File: src/hw/rtl/flight_mode_sequencer_macros.svh
// assertion helpers for the flight mode sequencer
`ifndef FLIGHT_MODE_SEQUENCER_MACROS_SVH
`define FLIGHT_MODE_SEQUENCER_MACROS_SVH

`ifndef SYNTHESIS
`define FMS_ASSERT(lbl, prop, msg) \
  lbl: assert property (@(posedge clk) disable iff (!rst_n) (prop)) else $error(msg);
`define FMS_ASSERT_ALWAYS(lbl, prop, msg) \
  lbl: assert property (@(posedge clk) (prop)) else $error(msg);
`else
`define FMS_ASSERT(lbl, prop, msg)
`define FMS_ASSERT_ALWAYS(lbl, prop, msg)
`endif

`endif

File: src/hw/rtl/fms_pkg.sv
package fms_pkg;

  localparam int YAW_NOW_W  = 10;
  localparam int PCT_W      = 7;
  localparam int YAW_REF_W  = 9;
  localparam int MODE_W     = 3;
  localparam int TAKEN_W    = 3;
  localparam int CFG_IDX_W  = 3;
  localparam int CFG_DATA_W = 9;

  localparam logic [PCT_W-1:0] PCT_MAX = 7'd100;

  // mode codes
  localparam logic [MODE_W-1:0] MODE_LANDED  = 3'd0;
  localparam logic [MODE_W-1:0] MODE_TAKEOFF = 3'd1;
  localparam logic [MODE_W-1:0] MODE_FLYING  = 3'd2;
  localparam logic [MODE_W-1:0] MODE_LANDING = 3'd3;
  localparam logic [MODE_W-1:0] MODE_SPIN    = 3'd4;

  // mode request codes
  localparam logic [MODE_W-1:0] REQ_FIRST = 3'd1;
  localparam logic [MODE_W-1:0] REQ_LAST  = 3'd5;

  // spin progress codes
  localparam logic [TAKEN_W-1:0] TAKEN_NONE  = 3'd0;
  localparam logic [TAKEN_W-1:0] TAKEN_ONE   = 3'd1;
  localparam logic [TAKEN_W-1:0] TAKEN_LAST  = 3'd3;
  localparam logic [TAKEN_W-1:0] TAKEN_LIMIT = 3'd4;

  // configuration register indexes
  localparam logic [CFG_IDX_W-1:0] CFG_SETTLE_RANGE     = 3'd0;
  localparam logic [CFG_IDX_W-1:0] CFG_SPIN_FIRST_STEP  = 3'd1;
  localparam logic [CFG_IDX_W-1:0] CFG_SPIN_STEP        = 3'd2;
  localparam logic [CFG_IDX_W-1:0] CFG_TAKEOFF_ALTITUDE = 3'd3;
  localparam logic [CFG_IDX_W-1:0] CFG_SPINUP_MAIN_DUTY = 3'd4;
  localparam logic [CFG_IDX_W-1:0] CFG_SPINUP_TAIL_DUTY = 3'd5;

  localparam logic [6:0] RST_SETTLE_RANGE     = 7'd10;
  localparam logic [8:0] RST_SPIN_FIRST_STEP  = 9'd75;
  localparam logic [8:0] RST_SPIN_STEP        = 9'd90;
  localparam logic [6:0] RST_TAKEOFF_ALTITUDE = 7'd10;
  localparam logic [6:0] RST_SPINUP_MAIN_DUTY = 7'd25;
  localparam logic [6:0] RST_SPINUP_TAIL_DUTY = 7'd5;

  typedef struct packed {
    logic signed [YAW_NOW_W-1:0] yaw_now;
    logic [PCT_W-1:0]            altitude_now;
    logic                        yaw_calibrated;
    logic                        alt_calibrated;
    logic [MODE_W-1:0]           mode_request;
    logic                        ref_write;
    logic [YAW_REF_W-1:0]        yaw_ref_value;
    logic [PCT_W-1:0]            alt_ref_value;
  } in_word_t;

  typedef struct packed {
    logic [MODE_W-1:0]    mode_out;
    logic [YAW_REF_W-1:0] yaw_ref_out;
    logic [PCT_W-1:0]     alt_ref_out;
    logic                 pid_enable;
    logic [PCT_W-1:0]     main_duty;
    logic [PCT_W-1:0]     tail_duty;
    logic                 clear_yaw_error;
    logic                 clear_calibration;
  } out_word_t;

  typedef struct packed {
    logic [6:0] settle_range;
    logic [8:0] spin_first_step;
    logic [8:0] spin_step;
    logic [6:0] takeoff_altitude;
    logic [6:0] spinup_main_duty;
    logic [6:0] spinup_tail_duty;
  } cfg_t;

  function automatic logic [PCT_W-1:0] sat100(input logic [PCT_W-1:0] v);
    return (v > PCT_MAX) ? PCT_MAX : v;
  endfunction

endpackage

File: src/hw/rtl/fms_cfg.sv
module fms_cfg
  import fms_pkg::*;
(
  input  logic                  clk,
  input  logic                  rst_n,
  input  logic                  cfg_we,
  input  logic [CFG_IDX_W-1:0]  cfg_index,
  input  logic [CFG_DATA_W-1:0] cfg_data,
  output cfg_t                  cfg
);

  cfg_t cfg_r;

  always_ff @(posedge clk) begin
    if (!rst_n) begin
      cfg_r.settle_range     <= RST_SETTLE_RANGE;
      cfg_r.spin_first_step  <= RST_SPIN_FIRST_STEP;
      cfg_r.spin_step        <= RST_SPIN_STEP;
      cfg_r.takeoff_altitude <= RST_TAKEOFF_ALTITUDE;
      cfg_r.spinup_main_duty <= RST_SPINUP_MAIN_DUTY;
      cfg_r.spinup_tail_duty <= RST_SPINUP_TAIL_DUTY;
    end else if (cfg_we) begin
      case (cfg_index)
        CFG_SETTLE_RANGE:     cfg_r.settle_range     <= cfg_data[6:0];
        CFG_SPIN_FIRST_STEP:  cfg_r.spin_first_step  <= cfg_data;
        CFG_SPIN_STEP:        cfg_r.spin_step        <= cfg_data;
        CFG_TAKEOFF_ALTITUDE: cfg_r.takeoff_altitude <= cfg_data[6:0];
        CFG_SPINUP_MAIN_DUTY: cfg_r.spinup_main_duty <= cfg_data[6:0];
        CFG_SPINUP_TAIL_DUTY: cfg_r.spinup_tail_duty <= cfg_data[6:0];
        default: ;
      endcase
    end
  end

  assign cfg = cfg_r;

endmodule

File: src/hw/rtl/fms_core.sv
module fms_core
  import fms_pkg::*;
#(
  parameter int FULL_TURN = 360
) (
  input  logic      clk,
  input  logic      rst_n,
  input  logic      adv,
  input  in_word_t  item,
  input  cfg_t      cfg,
  output out_word_t result
);

  localparam int REF_W = (FULL_TURN > 2) ? $clog2(FULL_TURN) : 1;
  localparam int SUM_W = ((REF_W > YAW_REF_W) ? REF_W : YAW_REF_W) + 1;
  localparam int SW    = ((REF_W > YAW_NOW_W) ? REF_W : YAW_NOW_W) + 2;
  // shifted turns needed to cover any SUM_W-bit operand
  localparam int MOD_STEPS = $clog2((2 ** SUM_W + FULL_TURN - 1) / FULL_TURN);

  // remainder by the full turn, restoring subtract of shifted turns
  function automatic logic [REF_W-1:0] mod_turn(input logic [SUM_W-1:0] v);
    logic [31:0] r;
    r = 32'(v);
    for (int k = MOD_STEPS - 1; k >= 0; k--) begin
      if (r >= (32'(FULL_TURN) << k)) begin
        r = r - (32'(FULL_TURN) << k);
      end
    end
    return r[REF_W-1:0];
  endfunction

  logic [MODE_W-1:0]  mode_r, mode_nxt;
  logic [REF_W-1:0]   yaw_ref_r, yaw_ref_nxt;
  logic [PCT_W-1:0]   alt_ref_r, alt_ref_nxt;
  logic [REF_W-1:0]   first_heading_r, first_heading_nxt;
  logic [TAKEN_W-1:0] taken_r, taken_nxt;
  logic               pid_r, pid_nxt;
  logic [PCT_W-1:0]   main_r, main_nxt;
  logic [PCT_W-1:0]   tail_r, tail_nxt;

  logic [MODE_W-1:0]  mode_w;
  logic [REF_W-1:0]   yaw_ref_w;
  logic [PCT_W-1:0]   alt_ref_w;
  logic [PCT_W-1:0]   target;
  logic signed [SW-1:0] yaw_s, ref_s, rng_s;
  logic               settled;
  logic               clr_yaw, clr_cal;

  always_comb begin
    mode_w    = mode_r;
    yaw_ref_w = yaw_ref_r;
    alt_ref_w = alt_ref_r;
    if (item.mode_request inside {[REQ_FIRST:REQ_LAST]}) begin
      mode_w = 3'(item.mode_request - REQ_FIRST);
    end
    if (item.ref_write) begin
      yaw_ref_w = mod_turn(SUM_W'(item.yaw_ref_value));
      alt_ref_w = sat100(item.alt_ref_value);
    end

    // settled window, no wrap
    yaw_s   = SW'(item.yaw_now);
    ref_s   = $signed(SW'(yaw_ref_w));
    rng_s   = $signed(SW'(cfg.settle_range));
    settled = (yaw_s > ref_s - rng_s) && (yaw_s < ref_s + rng_s);
    target  = sat100(cfg.takeoff_altitude);

    mode_nxt          = mode_w;
    yaw_ref_nxt       = yaw_ref_w;
    alt_ref_nxt       = alt_ref_w;
    first_heading_nxt = first_heading_r;
    taken_nxt         = taken_r;
    pid_nxt           = pid_r;
    main_nxt          = main_r;
    tail_nxt          = tail_r;
    clr_yaw           = 1'b0;
    clr_cal           = 1'b0;

    case (mode_w)
      MODE_TAKEOFF: begin
        if (item.altitude_now >= target) begin
          mode_nxt    = MODE_FLYING;
          yaw_ref_nxt = '0;
        end else if (item.yaw_calibrated && item.alt_calibrated) begin
          pid_nxt     = 1'b1;
          alt_ref_nxt = target;
          yaw_ref_nxt = '0;
        end else begin
          pid_nxt  = 1'b0;
          main_nxt = sat100(cfg.spinup_main_duty);
          tail_nxt = sat100(cfg.spinup_tail_duty);
        end
      end
      MODE_LANDING: begin
        if (item.altitude_now == '0 && item.yaw_now == '0) begin
          mode_nxt = MODE_LANDED;
          pid_nxt  = 1'b0;
          main_nxt = '0;
          tail_nxt = '0;
        end else begin
          alt_ref_nxt = '0;
          yaw_ref_nxt = '0;
        end
      end
      MODE_FLYING: begin
        pid_nxt = 1'b1;
      end
      MODE_LANDED: begin
        clr_cal  = 1'b1;
        pid_nxt  = 1'b0;
        main_nxt = '0;
        tail_nxt = '0;
      end
      MODE_SPIN: begin
        if (taken_r == TAKEN_NONE) begin
          first_heading_nxt = yaw_ref_w;
          yaw_ref_nxt = mod_turn(SUM_W'(yaw_ref_w) + SUM_W'(cfg.spin_first_step));
          taken_nxt   = TAKEN_ONE;
        end else if (first_heading_r == yaw_ref_w && settled) begin
          clr_yaw   = 1'b1;
          mode_nxt  = MODE_FLYING;
          taken_nxt = TAKEN_NONE;
        end else if (taken_r == TAKEN_LAST && settled) begin
          yaw_ref_nxt = first_heading_r;
        end else if (taken_r < TAKEN_LIMIT && settled) begin
          yaw_ref_nxt = mod_turn(SUM_W'(yaw_ref_w) + SUM_W'(cfg.spin_step));
          taken_nxt   = taken_r + TAKEN_ONE;
        end
      end
      default: ;
    endcase
  end

  always_ff @(posedge clk) begin
    if (!rst_n) begin
      mode_r          <= MODE_LANDED;
      yaw_ref_r       <= '0;
      alt_ref_r       <= '0;
      first_heading_r <= '0;
      taken_r         <= TAKEN_NONE;
      pid_r           <= 1'b0;
      main_r          <= '0;
      tail_r          <= '0;
    end else if (adv) begin
      mode_r          <= mode_nxt;
      yaw_ref_r       <= yaw_ref_nxt;
      alt_ref_r       <= alt_ref_nxt;
      first_heading_r <= first_heading_nxt;
      taken_r         <= taken_nxt;
      pid_r           <= pid_nxt;
      main_r          <= main_nxt;
      tail_r          <= tail_nxt;
    end
  end

  always_comb begin
    result.mode_out          = mode_nxt;
    result.yaw_ref_out       = YAW_REF_W'(yaw_ref_nxt);
    result.alt_ref_out       = alt_ref_nxt;
    result.pid_enable        = pid_nxt;
    result.main_duty         = main_nxt;
    result.tail_duty         = tail_nxt;
    result.clear_yaw_error   = clr_yaw;
    result.clear_calibration = clr_cal;
  end

endmodule

File: src/hw/rtl/flight_mode_sequencer.sv
// flight mode sequencer
// in_* carries one sequencer tick per word: measured yaw and altitude, the
// calibration flags, an optional mode request and an optional reference write.
// out_* returns one word per tick: mode, references, controller enable, rotor
// override duties and the two clear pulses, showing the state after the tick.
// cfg_* writes the six tuning registers by index; write only while idle.
// Both streaming channels are valid/ready. A word is registered on accept,
// passes the mode update logic and lands in the output register, which
// raises out_valid. Throughput is one word per cycle while the output is
// taken, set by the single registered pass through the mode update logic.
// When out_ready is low the output register holds its word and the input
// register still takes one more word; then in_ready drops until the result
// moves on. Synchronous active-low reset empties both registers, puts the
// sequencer in landed mode with zero references and motors off, and loads
// the default tuning values.
`include "flight_mode_sequencer_macros.svh"

module flight_mode_sequencer
  import fms_pkg::*;
#(
  parameter int FULL_TURN = 360
) (
  input  logic                  clk,
  input  logic                  rst_n,
  input  logic                  in_valid,
  output logic                  in_ready,
  input  in_word_t              in_data,
  output logic                  out_valid,
  input  logic                  out_ready,
  output out_word_t             out_data,
  input  logic                  cfg_we,
  input  logic [CFG_IDX_W-1:0]  cfg_index,
  input  logic [CFG_DATA_W-1:0] cfg_data
);

  cfg_t      cfg;
  in_word_t  item_r;
  logic      s1_valid_r;
  out_word_t out_data_r;
  logic      out_valid_r;
  out_word_t result;
  logic      adv;

  fms_cfg u_cfg (
    .clk       (clk),
    .rst_n     (rst_n),
    .cfg_we    (cfg_we),
    .cfg_index (cfg_index),
    .cfg_data  (cfg_data),
    .cfg       (cfg)
  );

  fms_core #(
    .FULL_TURN (FULL_TURN)
  ) u_core (
    .clk    (clk),
    .rst_n  (rst_n),
    .adv    (adv),
    .item   (item_r),
    .cfg    (cfg),
    .result (result)
  );

  assign adv      = s1_valid_r && (!out_valid_r || out_ready);
  assign in_ready = !s1_valid_r || adv;

  always_ff @(posedge clk) begin
    if (!rst_n) begin
      s1_valid_r  <= 1'b0;
      out_valid_r <= 1'b0;
    end else begin
      if (in_ready) begin
        s1_valid_r <= in_valid;
      end
      if (adv) begin
        out_valid_r <= 1'b1;
      end else if (out_ready) begin
        out_valid_r <= 1'b0;
      end
    end
  end

  always_ff @(posedge clk) begin
    if (in_valid && in_ready) begin
      item_r <= in_data;
    end
    if (adv) begin
      out_data_r <= result;
    end
  end

  assign out_valid = out_valid_r;
  assign out_data  = out_data_r;

  `FMS_ASSERT(a_clr_cal_landed, out_valid_r && out_data_r.clear_calibration |-> out_data_r.mode_out == MODE_LANDED, "calibration clear outside landed mode")
  `FMS_ASSERT(a_clr_yaw_flying, out_valid_r && out_data_r.clear_yaw_error |-> out_data_r.mode_out == MODE_FLYING, "yaw clear without return to flying")
  `FMS_ASSERT(a_landed_motors_off, out_valid_r && out_data_r.mode_out == MODE_LANDED |-> !out_data_r.pid_enable && out_data_r.main_duty == '0 && out_data_r.tail_duty == '0, "motors active while landed")
  `FMS_ASSERT_ALWAYS(a_reset_empty, !rst_n |=> !s1_valid_r && !out_valid_r, "pipeline not empty after reset")

endmodule
File: config.mk
export PLATFORM = sky130hd
export DESIGN_NAME = flight_mode_sequencer
export DESIGN_NICKNAME = d
export VERILOG_FILES = /design/src/hw/rtl/fms_pkg.sv /design/src/hw/rtl/fms_cfg.sv /design/src/hw/rtl/fms_core.sv /design/src/hw/rtl/flight_mode_sequencer.sv
export VERILOG_INCLUDE_DIRS = /design/src /design/src/hw/rtl
export SDC_FILE = /design/constraint.sdc
export NUM_CORES = 1
export LEC_CHECK = 0
export BUFFER_PORTS_ARGS = -buffer_cell sky130_fd_sc_hd__buf_2
export CORE_MARGIN = 2
export CORE_UTILIZATION = 41
export DETAILED_ROUTE_END_ITERATION = 10
export PLACE_DENSITY = 0.64
export SYNTH_ARGS = -nofsm -noshare
export SYNTH_HDL_FRONTEND = slang
export SYNTH_SLANG_ARGS = --single-unit
File: constraint.sdc
create_clock -name clk -period 6.05 [get_ports clk]
set_input_delay 1.5125 -clock clk [delete_from_list [all_inputs] [get_ports clk]]
set_output_delay 1.5125 -clock clk [all_outputs]
set_load 0.02 [all_outputs]
==> flow_summary.json <==
{
  "run_status": "finished clean",
  "critical_path.max_fanout": 8,
  "synth.mux.area_fraction_pct": 2.440,
  "max_slew_margin_pct": 26.61,
  "dr_vias_cell": 5.668,
  "static-leakage-power_nw": 4.890,
  "worstSetupEndpointType": "flip-flop",
  "synth_top_family_by_area": "compound AO/OA/AOI/OAI gates",
  "worst_hold_path_type": "flip-flop to flip-flop",
  "drt_drc_violations_left": 0,
  "insertion_delay_ns": 0.44,
  "grt_setup_unrepaired": "no",
  "power.share.switching_pct": 33.76,
  "setup_viol_count_final": 0,
  "antenna-diode-count": 0,
  "io_buffers": 93,
  "gr-usage-all-layers_pct": 21.54,
  "synth.net_count": 1291,
  "synth_flop_cell": "sky130_fd_sc_hd__dfxtp_1",
  "multi_input_area_um2": 6027,
  "met2_length_mm": 13.18,
  "p_switching_mw": 1.134,
  "clock_tree_from_tritoncts": "yes",
  "fin_worst_skew_ns": 0.01385,
  "yosys.area_share.adder_pct": 8.897,
  "synth.lib_cells_used.distinct": 75,
  "synth_enable_flop_cells": 75,
  "top_layer_used": "met4",
  "routedWlPerCell_um": 17.99,
  "timing.critical_path.from_type": "flip-flop",
  "worst_setup_hold_path_clk_slew_ns": 0.08,
  "timing.final.ws_setup_ns": 0.3400,
  "synth_top_area_cell": "sky130_fd_sc_hd__edfxtp_1",
  "synth_top_cells_by_area": "sky130_fd_sc_hd__edfxtp_1, sky130_fd_sc_hd__dfxtp_1, sky130_fd_sc_hd__ha_1",
  "routabilityCongestion": 0.9203,
  "p_total_mw": 3.360,
  "max_slew.worst_pin.slew_ns": 1.092,
  "number_of_warning_messages_in_the_yosys_log": 0,
  "numClockSinks": 169,
  "synth-seq-cells": 169,
  "num_io_pins": 94,
  "area.growth.synth_to_final_pct": 15.93,
  "power.clock.fraction_pct": 36.4,
  "finalNetCount": 1394,
  "power-per-cell-area_nw_per_um2": 277.0,
  "async_sr_flop_fraction_pct": 0,
  "syn_area_um2": 10460,
  "p_seq_share_pct": 38.4,
  "start_util_pct": 41.67,
  "floorplan.die.height_um": 163.7,
  "post-route-period-util_pct": 94.38,
  "num_rows": 58,
  "dp_worst_setup_slack_ns": 0.1092,
  "m1WireLength_mm": 13.73,
  "worst-setup-path-type": "flip-flop to flip-flop",
  "die_x_um": 163.7,
  "setup_tns_ns": 0,
  "arrival_ns": 5.90,
  "wire_length_of_the_first_global_routing_pass_mm": 45.61,
  "first_global_vias": 8396,
  "fraction_of_the_mapped_netlist_area_in_compound_gates_pct": 23.89,
  "fillers": 2407,
  "most_frequently_used_cell_type_in_the_post_synthesis_netlist": "sky130_fd_sc_hd__nand2_1",
  "cts_inserted_buffers": 17,
  "die_area_um2": 26810,
  "cap_violations": 0,
  "cts_max_path_buffers": 2,
  "count_of_pins_over_their_slew_limit": 0,
  "grt_start_max_net_pins": 96,
  "dr_vias": 9120,
  "syn-instance-count": 1163,
  "synth_simple_gate_area_share_pct": 18.86,
  "largest_vdd_supply_drop_mv": 0.2039,
  "power.combinational.fraction_pct": 25.2,
  "ctsRootBufferMaster": "sky130_fd_sc_hd__clkbuf_16",
  "fmax_mhz": 175.1,
  "grt_remaining_overflow": 0,
  "finalHoldViolations": 0,
  "wire_length_reported_by_the_detailed_router_mm": 28.95,
  "detail_route.iter0.violations": 777,
  "postSynthAreaPerCell_um2": 8.996,
  "required_ns": 6.24,
  "yosys.area_share.xor_xnor_pct": 3.097,
  "synthTopCellsByCount": "sky130_fd_sc_hd__nand2_1, sky130_fd_sc_hd__dfxtp_1, sky130_fd_sc_hd__nor2_1",
  "yosys.area.top_type_share_pct": 21.53,
  "sequential_standard_cell_area_um2": 4134,
  "design.core.area_um2": 25110,
  "drt-pass1-iter-count": 5,
  "detailroute.wirelength.met3_mm": 1.586,
  "antenna_found_initial": 0,
  "hpwl_mm": 21.51,
  "final_layout_size_suffix_gt1_share_pct": 14.93,
  "clock_tree.htree_level_count": 4,
  "antenna_violating_nets_post_route": 0,
  "ys_seq_area_share_pct": 39.51,
  "final_period_minus_worst_setup_slack_ns": 5.710,
  "internal_power_mw": 2.226
}
==> sequential cells by signal (all words and copies together), names as in the netlist <==
signal,cells
u_core.pid_r,1
u_core.first_heading_r,9
s1_valid_r,1
u_core.taken_r,3
u_core.alt_ref_r,7
u_core.yaw_ref_r,9
item_r,39
u_core.mode_r,3
out_data,36
u_cfg.cfg,46
out_valid,1
u_core.main_r,7
u_core.tail_r,7
==> power by group through the flow <==
stage	registers, mW	clock network (mW)	logic [mW]
CTS	1.29	1.24	0.830
detailed placement	1.32	0	0.824
global route	1.30	1.28	0.935
global placement	1.32	0	0.822
finish	1.29	1.22	0.846
floorplan	1.32	0	0.573
==> repair_timing <==
item | 4_1_cts | 5_1_grt
hold buffers | 0 | 0
setup buffers | 0 | 6
resized for setup | 0 | 10
setup endpoints to repair | 0 | 26
==> cell families after synthesis <==
group / Yosys count
compound gates: 357
xor+xnor: 37
fa+ha+maj: 72
buf+inv: 92
flops: 169
mux: 25
simple gates: 411
==> worst max-delay path, stage by stage (launching register included) <==
cell and delay [ns]:
sky130_fd_sc_hd__edfxtp_1 0.50, sky130_fd_sc_hd__or4b_4 0.56, sky130_fd_sc_hd__or4b_4 0.57, sky130_fd_sc_hd__a21o_1 0.19, sky130_fd_sc_hd__a31oi_1 0.42, sky130_fd_sc_hd__ha_1 0.36
sky130_fd_sc_hd__o21ai_0 0.23, sky130_fd_sc_hd__xnor2_1 0.15, sky130_fd_sc_hd__ha_1 0.26, sky130_fd_sc_hd__nand4_1 0.14, sky130_fd_sc_hd__nor3_2 0.07, sky130_fd_sc_hd__o21ai_0 0.08
sky130_fd_sc_hd__o2111ai_1 0.15, sky130_fd_sc_hd__o221ai_2 0.31, sky130_fd_sc_hd__buf_4 0.20, sky130_fd_sc_hd__nand3b_2 0.20, sky130_fd_sc_hd__nand2_2 0.13, sky130_fd_sc_hd__or4_1 0.53
sky130_fd_sc_hd__o211ai_1 0.17, sky130_fd_sc_hd__o21bai_1 0.16, sky130_fd_sc_hd__nand2_1 0.07
==> path summary, 6_finish.rpt <==
path	start	end	slack [ns]	cells past startpoint
max	item_r[14]	out_data[31]	0.34	20
min	u_core.mode_r[1]	u_core.mode_r[1]	0.45	2
max reg2reg	item_r[14]	out_data[31]	0.34	20
min reg2reg	u_core.mode_r[1]	u_core.mode_r[1]	0.45	2
==> area by class of cell <==
| cell class | count | area share, % |
|---|---|---|
| clock buffer | 17 | 3.507 |
| multi-input combinational | 902 | 49.69 |
| tap | 330 | 3.404 |
| timing repair buffer | 120 | 5.529 |
| sequential | 169 | 34.08 |
| inverter | 56 | 1.733 |
| clock inverter | 15 | 2.053 |
==> per-stage QoR <==
step           hold WS [ns]  util (%)  std cells  area [um2]
2_1_floorplan        0.4340         -       1163       10460
3_3_place_gp         0.4416     45.27       1571       11370
3_5_place_dp         0.4451     45.27       1571       11370
4_1_cts              0.4551     47.96       1603       12040
5_1_grt              0.4687     48.31       1609       12130
6_report             0.4520     48.31       1609       12130
==> layer usage <==
layer	vias to the layer above	GRT usage [%]
met2	259	34.66
li1	4509	-
met3	28	3.030
met1	4324	30.53
met4	0	5.343
met5	-	0
==> cells in the final DEF (no fill, tap or decap), drive strengths merged, types with 12 or more instances in the layout <==
cell,instances
o31ai,13
o21ai,65
nand2,166
mux2i,21
clkbuf,17
a21oi,64
xnor2,25
nand3,32
nor2b,38
inv,59
buf,120
dfxtp,94
xor2,12
nor2,79
o211ai,17
a21boi,35
nor3,24
edfxtp,75
ha,68
nand2b,12
a211oi,16
a31oi,17
a21o,17
Power figures use the tool's default switching activity.
